==> config.mk <==
export PLATFORM = sky130hd
export DESIGN_NAME = change_dispense_with_stock_top
export DESIGN_NICKNAME = d
export VERILOG_FILES = /design/src/hw/rtl/cdws_pkg.sv /design/src/hw/rtl/cdws_ctrl.sv /design/src/hw/rtl/cdws_dp.sv /design/src/hw/rtl/change_dispense_with_stock_top.sv
export VERILOG_INCLUDE_DIRS = /design/src /design/src/hw/rtl
export SDC_FILE = /design/constraint.sdc
export NUM_CORES = 2
export LEC_CHECK = 0
export BUFFER_PORTS_ARGS = -buffer_cell sky130_fd_sc_hd__buf_4
export CAP_MARGIN = 15
export CORE_MARGIN = 5
export CORE_UTILIZATION = 60
export DETAILED_ROUTE_END_ITERATION = 10
export PLACE_DENSITY = 0.86
export SYNTH_ARGS = -nofsm -noshare
export SYNTH_HDL_FRONTEND = slang
export SYNTH_SLANG_ARGS = --single-unit
==> constraint.sdc <==
create_clock -name clk -period 10.3 [get_ports clk]
set_input_delay 0 -clock clk [delete_from_list [all_inputs] [get_ports clk]]
set_output_delay 0 -clock clk [all_outputs]
set_load 0.01 [all_outputs]
==> src/hw/rtl/change_dispense_with_stock_top_defines.svh <==
// Assertion macros used by the change dispenser RTL.
// Included by the top level only; depends on nothing else.
`ifndef CHANGE_DISPENSE_WITH_STOCK_TOP_DEFINES_SVH
`define CHANGE_DISPENSE_WITH_STOCK_TOP_DEFINES_SVH

// Same-cycle implication, disabled while reset is asserted.
`define CDWS_ASSERT_IMP(label, ck, rn, ante, cons, msg) \
  label: assert property (@(posedge ck) disable iff (!rn) (ante) |-> (cons)) \
    else $error(msg);

// Next-cycle implication, disabled while reset is asserted.
`define CDWS_ASSERT_NXT(label, ck, rn, ante, cons, msg) \
  label: assert property (@(posedge ck) disable iff (!rn) (ante) |=> (cons)) \
    else $error(msg);

`endif

==> src/hw/rtl/cdws_pkg.sv <==
// Shared types, codes and face value tables of the change dispenser.
// Used by the controller, the datapath and the top level; no dependencies.
package cdws_pkg;

  localparam int KNOWN_NOTES  = 6;
  localparam int FACE_BITS    = 15;
  localparam int COUNT_BITS   = 24;
  localparam int STOCK_BITS   = 8;

  // Note counts come from a multiply by a scaled reciprocal of the face value.
  // With a scale of 2^39 the quotient is exact for every change below 2^24.
  localparam int CHG_BITS    = 24;
  localparam int RECIP_BITS  = 31;
  localparam int RECIP_SHIFT = 39;
  localparam int PROD_BITS   = CHG_BITS + RECIP_BITS;
  // Largest quotient is (2^24 - 1) / 500, which needs 16 bits.
  localparam int Q_BITS      = 16;
  // A stock-sized count times the largest face value: 255 * 20000 needs 23 bits.
  localparam int QF_BITS     = 23;

  localparam logic [1:0] PIECE_NOTE = 2'd0;
  localparam logic [1:0] PIECE_COIN = 2'd1;
  localparam logic [1:0] PIECE_NONE = 2'd2;

  localparam logic [1:0] ST_OK          = 2'd0;
  localparam logic [1:0] ST_SHORT       = 2'd1;
  localparam logic [1:0] ST_STOCK_SHORT = 2'd2;
  localparam logic [1:0] ST_REFILLED    = 2'd3;

  localparam logic [FACE_BITS-1:0]  COIN_CENTS   = 15'd1;
  localparam logic [STOCK_BITS-1:0] STOCK_RESET  = 8'd2;
  localparam logic [STOCK_BITS-1:0] REFILL_RESET = 8'd5;

  typedef struct packed {
    logic       load;
    logic       refill;
    logic       walk_init;
    logic       div_step;
    logic       commit_init;
    logic       commit_step;
    logic       emit_status;
    logic [1:0] status;
    logic       emit_coin;
  } cmd_t;

  typedef struct packed {
    logic op;
    logic short_pay;
    logic walk_last;
    logic rem_gt1;
    logic rem_one;
    logic any_took;
    logic commit_last;
  } sts_t;

  function automatic logic [FACE_BITS-1:0] note_face_f(input logic [2:0] k);
    logic [FACE_BITS-1:0] f;
    case (k)
      3'd0:    f = 15'd20000;
      3'd1:    f = 15'd10000;
      3'd2:    f = 15'd5000;
      3'd3:    f = 15'd2000;
      3'd4:    f = 15'd1000;
      3'd5:    f = 15'd500;
      default: f = 15'd0;
    endcase
    return f;
  endfunction

  // Rounded-up 2^39 / face value for each note kind.
  function automatic logic [RECIP_BITS-1:0] note_recip_f(input logic [2:0] k);
    logic [RECIP_BITS-1:0] m;
    case (k)
      3'd0:    m = 31'd27487791;
      3'd1:    m = 31'd54975582;
      3'd2:    m = 31'd109951163;
      3'd3:    m = 31'd274877907;
      3'd4:    m = 31'd549755814;
      3'd5:    m = 31'd1099511628;
      default: m = 31'd0;
    endcase
    return m;
  endfunction

endpackage

==> src/hw/rtl/cdws_ctrl.sv <==
// Controller state machine of the change dispenser.
// Depends on cdws_pkg for the command and status structs and result codes.
module cdws_ctrl import cdws_pkg::*; (
  input  logic clk,
  input  logic rst_n,
  input  logic start,
  output logic busy,
  input  sts_t sts,
  output cmd_t cmd
);

  typedef enum logic [5:0] {
    S_IDLE   = 6'b000001,
    S_DECIDE = 6'b000010,
    S_DIV    = 6'b000100,
    S_JUDGE  = 6'b001000,
    S_COMMIT = 6'b010000,
    S_COIN   = 6'b100000
  } state_t;

  state_t state_r, state_nxt;

  always_ff @(posedge clk) begin
    if (!rst_n) begin
      state_r <= S_IDLE;
    end else begin
      state_r <= state_nxt;
    end
  end

  always_comb begin
    state_nxt = state_r;
    cmd       = '0;
    case (state_r)
      S_IDLE: begin
        if (start) begin
          cmd.load  = 1'b1;
          state_nxt = S_DECIDE;
        end
      end
      S_DECIDE: begin
        if (sts.op) begin
          cmd.refill      = 1'b1;
          cmd.emit_status = 1'b1;
          cmd.status      = ST_REFILLED;
          state_nxt       = S_IDLE;
        end else if (sts.short_pay) begin
          cmd.emit_status = 1'b1;
          cmd.status      = ST_SHORT;
          state_nxt       = S_IDLE;
        end else begin
          cmd.walk_init = 1'b1;
          state_nxt     = S_DIV;
        end
      end
      S_DIV: begin
        cmd.div_step = 1'b1;
        if (sts.walk_last) begin
          state_nxt = S_JUDGE;
        end
      end
      S_JUDGE: begin
        if (sts.rem_gt1) begin
          cmd.emit_status = 1'b1;
          cmd.status      = ST_STOCK_SHORT;
          state_nxt       = S_IDLE;
        end else if (!sts.any_took && !sts.rem_one) begin
          // Exact payment: nothing to hand out.
          cmd.emit_status = 1'b1;
          cmd.status      = ST_OK;
          state_nxt       = S_IDLE;
        end else begin
          cmd.commit_init = 1'b1;
          state_nxt       = S_COMMIT;
        end
      end
      S_COMMIT: begin
        cmd.commit_step = 1'b1;
        if (sts.commit_last) begin
          state_nxt = sts.rem_one ? S_COIN : S_IDLE;
        end
      end
      S_COIN: begin
        cmd.emit_coin = 1'b1;
        state_nxt     = S_IDLE;
      end
      default: begin
        state_nxt = S_IDLE;
      end
    endcase
  end

  assign busy = (state_r != S_IDLE);

endmodule

==> src/hw/rtl/cdws_dp.sv <==
// Datapath of the change dispenser: note stock, reciprocal divider, result register.
// Depends on cdws_pkg; driven by cdws_ctrl through cmd_t and reports through sts_t.
module cdws_dp import cdws_pkg::*; #(
  parameter int NOTE_KINDS  = 6,
  parameter int AMOUNT_BITS = 24
) (
  input  logic                   clk,
  input  logic                   rst_n,
  input  logic                   in_op,
  input  logic [23:0]            in_price_cents,
  input  logic [23:0]            in_paid_cents,
  input  logic                   cfg_wr,
  input  logic [STOCK_BITS-1:0]  cfg_data,
  input  cmd_t                   cmd,
  output sts_t                   sts,
  output logic                   out_valid,
  output logic [1:0]             out_piece_kind,
  output logic [FACE_BITS-1:0]   out_value_cents,
  output logic [COUNT_BITS-1:0]  out_piece_count,
  output logic [1:0]             out_status,
  output logic                   out_last
);

  localparam int AW       = AMOUNT_BITS;
  localparam int IW       = (NOTE_KINDS > 1) ? $clog2(NOTE_KINDS) : 1;
  localparam int NK_USED  = (NOTE_KINDS < KNOWN_NOTES) ? NOTE_KINDS : KNOWN_NOTES;
  localparam logic [IW-1:0] LAST_IDX = IW'(NK_USED - 1);

  logic [31:0]           price_ext, paid_ext;
  logic [AW:0]           diff_full;
  logic                  op_r, short_r;
  logic [AW-1:0]         diff_r, rem_r;
  logic [Q_BITS-1:0]     q_r;
  logic                  ph_r;
  logic [IW-1:0]         idx_r;
  logic [NOTE_KINDS-1:0] took_r;
  logic [STOCK_BITS-1:0] take_r  [NOTE_KINDS];
  logic [STOCK_BITS-1:0] stock_r [NOTE_KINDS];
  logic [STOCK_BITS-1:0] refill_r;

  logic                  out_valid_r, out_last_r;
  logic [1:0]            out_kind_r, out_status_r;
  logic [FACE_BITS-1:0]  out_value_r;
  logic [COUNT_BITS-1:0] out_count_r;

  logic [FACE_BITS-1:0]  face;
  logic [RECIP_BITS-1:0] recip;
  logic [CHG_BITS-1:0]   rem_chg;
  logic [PROD_BITS-1:0]  prod;
  logic [QF_BITS-1:0]    qf;
  logic                  take_ok, later;

  // Amounts are taken modulo 2^AMOUNT_BITS.
  assign price_ext = 32'(in_price_cents);
  assign paid_ext  = 32'(in_paid_cents);
  assign diff_full = {1'b0, paid_ext[AW-1:0]} - {1'b0, price_ext[AW-1:0]};

  // The change is the difference of two 24-bit inputs, so it always fits CHG_BITS.
  assign face    = note_face_f(3'(idx_r));
  assign recip   = note_recip_f(3'(idx_r));
  assign rem_chg = CHG_BITS'(rem_r);
  assign prod    = PROD_BITS'(rem_chg) * PROD_BITS'(recip);
  assign qf      = QF_BITS'(q_r[STOCK_BITS-1:0]) * QF_BITS'(face);
  // A quotient of 256 or more can never be in stock.
  assign take_ok = (q_r[Q_BITS-1:STOCK_BITS] == '0) && (q_r[STOCK_BITS-1:0] != '0) &&
                   (q_r[STOCK_BITS-1:0] <= stock_r[idx_r]);

  always_comb begin
    later = 1'b0;
    for (int j = 0; j < NOTE_KINDS; j++) begin
      if (IW'(j) > idx_r) begin
        later = later | took_r[j];
      end
    end
  end

  always_ff @(posedge clk) begin
    if (cmd.load) begin
      op_r    <= in_op;
      short_r <= diff_full[AW];
      diff_r  <= diff_full[AW-1:0];
    end
    if (cmd.walk_init) begin
      rem_r  <= diff_r;
      idx_r  <= '0;
      ph_r   <= 1'b0;
      took_r <= '0;
    end
    if (cmd.div_step) begin
      if (!ph_r) begin
        // First cycle of a kind: register the quotient from the reciprocal product.
        q_r  <= prod[RECIP_SHIFT +: Q_BITS];
        ph_r <= 1'b1;
      end else begin
        ph_r <= 1'b0;
        if (take_ok) begin
          rem_r         <= rem_r - AW'(qf);
          took_r[idx_r] <= 1'b1;
          take_r[idx_r] <= q_r[STOCK_BITS-1:0];
        end
        if (idx_r != LAST_IDX) begin
          idx_r <= idx_r + 1'b1;
        end
      end
    end
    if (cmd.commit_init) begin
      idx_r <= '0;
    end
    if (cmd.commit_step) begin
      if (idx_r != LAST_IDX) begin
        idx_r <= idx_r + 1'b1;
      end
      out_kind_r   <= PIECE_NOTE;
      out_value_r  <= face;
      out_count_r  <= COUNT_BITS'(take_r[idx_r]);
      out_status_r <= ST_OK;
      out_last_r   <= (rem_r == '0) && !later;
    end
    if (cmd.emit_status) begin
      out_kind_r   <= PIECE_NONE;
      out_value_r  <= '0;
      out_count_r  <= '0;
      out_status_r <= cmd.status;
      out_last_r   <= 1'b1;
    end
    if (cmd.emit_coin) begin
      out_kind_r   <= PIECE_COIN;
      out_value_r  <= COIN_CENTS;
      out_count_r  <= COUNT_BITS'(1);
      out_status_r <= ST_OK;
      out_last_r   <= 1'b1;
    end
  end

  always_ff @(posedge clk) begin
    if (!rst_n) begin
      for (int i = 0; i < NOTE_KINDS; i++) begin
        stock_r[i] <= STOCK_RESET;
      end
      refill_r    <= REFILL_RESET;
      out_valid_r <= 1'b0;
    end else begin
      if (cmd.refill) begin
        for (int i = 0; i < NOTE_KINDS; i++) begin
          stock_r[i] <= refill_r;
        end
      end else if (cmd.commit_step && took_r[idx_r]) begin
        stock_r[idx_r] <= stock_r[idx_r] - take_r[idx_r];
      end
      if (cfg_wr) begin
        refill_r <= cfg_data;
      end
      out_valid_r <= cmd.emit_status | cmd.emit_coin | (cmd.commit_step & took_r[idx_r]);
    end
  end

  assign sts.op          = op_r;
  assign sts.short_pay   = short_r;
  assign sts.walk_last   = ph_r && (idx_r == LAST_IDX);
  assign sts.rem_gt1     = (rem_r > AW'(1));
  assign sts.rem_one     = (rem_r == AW'(1));
  assign sts.any_took    = |took_r;
  assign sts.commit_last = (idx_r == LAST_IDX);

  assign out_valid       = out_valid_r;
  assign out_piece_kind  = out_kind_r;
  assign out_value_cents = out_value_r;
  assign out_piece_count = out_count_r;
  assign out_status      = out_status_r;
  assign out_last        = out_last_r;

endmodule

==> src/hw/rtl/change_dispense_with_stock_top.sv <==
// Top level of the change dispenser with limited banknote stock.
// Instantiates cdws_ctrl and cdws_dp; uses cdws_pkg and the assertion macro header.
//
// Usage. An item (op, price, paid) is accepted at a clock edge where start is high
// and busy is low. op 0 is a sale, op 1 refills every note stock with the value last
// written on the configuration channel (cfg_valid/cfg_data, cfg_ready always high,
// reset value 5). Configuration is to be written only while the block is idle; the
// block itself does not enforce this. Results appear on the out_ ports for exactly
// one cycle each, marked by out_valid; the receiver cannot stall, so nothing waits.
// out_last marks the final result of an item. Results of one item come in order:
// notes largest first, then a one-cent coin if one cent is left, or a single
// status-only result. Flow with K note kinds walked (K = min(NOTE_KINDS, 6)): a
// refill or short payment gives its result from the decide state that follows
// acceptance. A sale takes each note kind through the divider (a multiply by the
// reciprocal of the face value, then the take decision), and a stock-short or
// exact-payment result comes from the judge state after the divider; a dispensing
// sale then walks the K kinds once more, one result register write a cycle, and
// ends in the coin state if one cent is left.
// The next item can be taken at the edge that accepts the final result.
// Reset (synchronous, active low) sets every note stock to 2 and refill count to 5.
`include "change_dispense_with_stock_top_defines.svh"

module change_dispense_with_stock_top import cdws_pkg::*; #(
  parameter int NOTE_KINDS  = 6,
  parameter int AMOUNT_BITS = 24
) (
  input  logic                  clk,
  input  logic                  rst_n,
  input  logic                  start,
  output logic                  busy,
  input  logic                  in_op,
  input  logic [23:0]           in_price_cents,
  input  logic [23:0]           in_paid_cents,
  output logic                  out_valid,
  output logic [1:0]            out_piece_kind,
  output logic [FACE_BITS-1:0]  out_value_cents,
  output logic [COUNT_BITS-1:0] out_piece_count,
  output logic [1:0]            out_status,
  output logic                  out_last,
  input  logic                  cfg_valid,
  output logic                  cfg_ready,
  input  logic [STOCK_BITS-1:0] cfg_data
);

  cmd_t cmd;
  sts_t sts;

  // The refill register takes a write in any cycle.
  assign cfg_ready = 1'b1;

  cdws_ctrl u_ctrl (
    .clk   (clk),
    .rst_n (rst_n),
    .start (start),
    .busy  (busy),
    .sts   (sts),
    .cmd   (cmd)
  );

  cdws_dp #(
    .NOTE_KINDS  (NOTE_KINDS),
    .AMOUNT_BITS (AMOUNT_BITS)
  ) u_dp (
    .clk             (clk),
    .rst_n           (rst_n),
    .in_op           (in_op),
    .in_price_cents  (in_price_cents),
    .in_paid_cents   (in_paid_cents),
    .cfg_wr          (cfg_valid & cfg_ready),
    .cfg_data        (cfg_data),
    .cmd             (cmd),
    .sts             (sts),
    .out_valid       (out_valid),
    .out_piece_kind  (out_piece_kind),
    .out_value_cents (out_value_cents),
    .out_piece_count (out_piece_count),
    .out_status      (out_status),
    .out_last        (out_last)
  );

  // An accepted item always keeps the block busy in the following cycle.
  `CDWS_ASSERT_NXT(a_accept_busy, clk, rst_n, start && !busy, busy, "accept did not raise busy")
  // Any status other than ok comes alone, as a status-only final result.
  `CDWS_ASSERT_IMP(a_status_only, clk, rst_n, out_valid && (out_status != ST_OK), (out_piece_kind == PIECE_NONE) && out_last, "error status with a piece")
  // Only the one-cent coin can follow the notes, and it ends the run.
  `CDWS_ASSERT_IMP(a_coin_last, clk, rst_n, out_valid && (out_piece_kind == PIECE_COIN), (out_value_cents == COIN_CENTS) && out_last, "bad coin result")
  // The next item's first result is registered from its decide state, so it never directly follows a final result.
  `CDWS_ASSERT_NXT(a_gap_after_last, clk, rst_n, out_valid && out_last, !out_valid, "result right after last")

endmodule
==> run metrics <==
status=finished, final reports clean; Longest Clk Path Bufs=3; setup_tns=0 ns; crit share post-route=approximately 94%; area of the multi-input gates=roughly 27000 µm²; Least-Margin Pin Slew=roughly 1.2 ns; clock sinks=228; # DRC=0; Critical Path End Type=flip-flop; CP Launch Type=flip-flop; worst setup path end=u_dp.q_r[15]; vias in the first global route=31200; hold depth=4; die area=about 66000 µm²; Tot GR Track Use=around a third; Max Fclk=0.104 GHz; largest net degree at the start of global routing=54; Critical Path Start=u_dp.idx_r[0]; Post-synth EDFFs=roughly 160; post-synthesis area per instance=~9.4 µm²; Seq/Total Area, Yosys=between 10% and 20%; Hold Vio Cnt, Final=0; Post-CTS Setup Inserts=0; HP Class=input port to flip-flop; Crit Path Category=flip-flop to flip-flop; Clock Root Buffer=clkbuf_16; CTS tree=built; Congestion Overflow GR=0; area delta synth->final=7.97%; CP peak stage delay=between 0.9 and 1 ns; top_reg_cell synth=edfxtp_1; remaining antenna violation count=0; setup slack at placement=0.977 ns; Die H=roughly 260 µm; YS warnings=0; post-route worst setup slack=between 0.6 and 0.7 ns; FF-to-FF setup slack=0.66 ns; Netlist Area Pre-Place=about 37000 µm²; dpl hpwl=about 90000 µm; Vias/cell=around 6; number of library cell types mapped by synthesis=85; FILL cells=4529; floorplan row count=90; # setup viols final=0; Initial Util=roughly three fifths; post-layout min period=just under 10 ns; H-tree depth=1; RR Endpoint=u_dp.q_r[15]; routed vias=around 30000; CP dominant cell by count=fa_1; WP data arrival=around 10 ns; wire per inst=about 24 µm; chip width=about 260 µm; number of nets in the layout=between 5000 and 6000; fraction of layout cells with a size suffix above 1=under 10%; Setup Skew=approximately 0.033 ns; CP max-delay cell=nor2_2; Slew Viols, Final=0; reg2reg path depth=28; gp weighted congestion=roughly 1.1; core outline area=approximately 60000 µm²; share of flip-flops with an asynchronous set or reset=0%; max_cap viols=0; Seq cells post-synth=between 200 and 250; I/O Buffers=between 80 and 90; initial antenna violation count=0; final wirelength=~120000 µm; final core utilization=approximately 66%; Slew Limit Headroom=between 20% and 30%; critical path data required time=~11 ns; register area=~6100 µm²; Ports=108; global-route wire length before repair=between 150000 and 200000 µm; RSZ-0062 raised after global routing=false; Initial DRC Count=about 3500; Gate Count Post-Synth=3920; Crit Path Max Fanout=19; worst r2r src=u_dp.idx_r[0]; Num CTS Buffers=24; Clk Latency, worst-skew pair=between 0.5 and 0.6 ns; first-pass detailed-route iteration total=8; Clock Pin Slew Worst Setup and Hold Paths=0.07 ns
-- cell families (layout without fill, tap and decap cells) --
logic type | after synthesis | after routing | share of synthesized area (%)
buffers and inverters | 1083 | 1162 | 11.3
adders and majority gates | 980 | 980 | 47.0
muxes | 47 | 47 | 1.45
DFF | 228 | 228 | 16.7
and+or+nand+nor | 1042 | 1042 | 13.7
xor gates and xnor gates | 69 | 69 | 1.65
AOI/OAI and AO/OA | 469 | 469 | 8.17
other | 2 | 35 | 0.0205
-- sequential cells by signal, summed over array words and instances, names as in the netlist --
register	flops
u_dp.ph_r	1
u_dp.out_valid	1
u_dp.q_r	16
u_dp.idx_r	3
u_dp.out_piece_count	8
u_dp.op_r	1
u_dp.short_r	1
u_dp.out_last	1
u_dp.take_r	48
u_ctrl.state_r	6
u_dp.refill_r	8
u_dp.rem_chg	24
u_dp.diff_r	24
u_dp.out_piece_kind	2
u_dp.took_r	6
u_dp.out_value_cents	12
u_dp.stock_r	64
u_dp.out_status	2
-- cells in the mapped netlist, types with 9 or more instances --
master      n  area, µm²
mux2i_1    35        350
xnor2_1    47        412
nor2_1    193        724
and2_1    228       1430
a221oi_1   13        114
nand3_1    29        145
or2_2      23        144
a21oi_1   127        636
nor4_1     16        100
inv_1     887       3330
ha_1      316       3950
a21o_1     54        405
xor2_1     22        193
o21a_1     18        135
nor3_1     21        105
o21ai_0   100        500
fa_1      664      13300
edfxtp_1  155       4650
a211oi_1   19        143
nand2_1   392       1470
o21ai_1    23        115
nor2b_1    27        169
or3_1      11       68.8
clkbuf_1  152        571
a31oi_1    23        144
o211ai_1    9       67.6
buf_4      20        150
and3_1     55        344
nand2b_1   14       87.6
dfxtp_1    73       1460
-- routing by layer --
metal / track usage [%] / wire length [µm] / vias to the layer above
met3: 11.4 / 16900 / 605
li1: - / - / 12300
met2: 53.3 / 50500 / 2306
met5: 0 / 0 / -
met4: 20.3 / 9580 / 0
met1: 43.5 / 38400 / 14400
-- stage by stage --
step           hold slack (ns)  instance area (µm²)  std cells
2_1_floorplan           0.0989                36800       3952
3_3_place_gp             0.184                38300       4719
3_5_place_dp             0.182                38300       4719
4_1_cts                0.00602                39600       4812
5_1_grt                 0.0344                39600       4813
6_report                0.0197                39600       4814
-- critical path, delay by kind of cell (launching register included) --
family	cells	cell delay [ns]
compound gates	2	0.40
xor+xnor	1	0.14
fa+ha+maj	9	4.28
buf+inv	7	0.95
flops	1	0.40
simple gates	9	3.17
-- cell usage in the layout, fill, tap and decap left out, drive strengths merged, types with 9 or more instances in the layout --
| cell type | netlist | final |
|---|---|---|
| a221oi | 13 | 13 |
| and3 | 55 | 55 |
| and2 | 229 | 229 |
| nor2b | 27 | 27 |
| clkbuf | 153 | 30 |
| conb | 2 | 34 |
| fa | 664 | 664 |
| nand2b | 14 | 14 |
| a21o | 54 | 54 |
| xnor2 | 47 | 47 |
| clkinv | 5 | 14 |
| inv | 891 | 893 |
| o211ai | 9 | 9 |
| a21oi | 127 | 127 |
| dfxtp | 73 | 73 |
| a211oi | 20 | 20 |
| ha | 316 | 316 |
| o21ai | 123 | 123 |
| dlygate4sd3 | 0 | 49 |
| nor4 | 16 | 16 |
| a31oi | 23 | 23 |
| o21a | 18 | 18 |
| xor2 | 22 | 22 |
| mux2i | 35 | 35 |
| or2 | 24 | 24 |
| nor3 | 23 | 23 |
| nand2 | 392 | 392 |
| or3 | 11 | 11 |
| nor2 | 193 | 193 |
| buf | 34 | 173 |
| edfxtp | 155 | 155 |
| nand3 | 29 | 29 |
-- area by class of cell --
cell class	count	share of cell area, %
Tap cell	782	2.47
Sequential cell	228	15.4
Clock inverter	14	0.395
Timing Repair Buffer	222	4.53
Antenna cell	1	0.00631
Clock buffer	30	1.60
Inverter	896	8.49
Multi-Input combinational cell	2641	67.1
-- repair_timing --
action / CTS / global route
setup endpoints to repair: 0 / 0
endpoints found under the hold margin: 37 / 0
hold buffers: 49 / 0
resized for setup: 0 / 0
-- worst min path at each step --
stage                                 end  slack [ns]               start
after floorplan                 u_dp.op_r         0.1               in_op
after global placement          u_dp.op_r        0.18               in_op
after detailed placement        u_dp.op_r        0.18               in_op
after CTS                 u_dp.diff_r[23]       0.006  in_price_cents[23]
after global routing      u_dp.diff_r[19]        0.03   in_paid_cents[19]
final                     u_dp.diff_r[23]        0.02  in_price_cents[23]
Power is not shown: default switching activity piles up to over one toggle a cycle in this logic, so the estimate is an artifact.
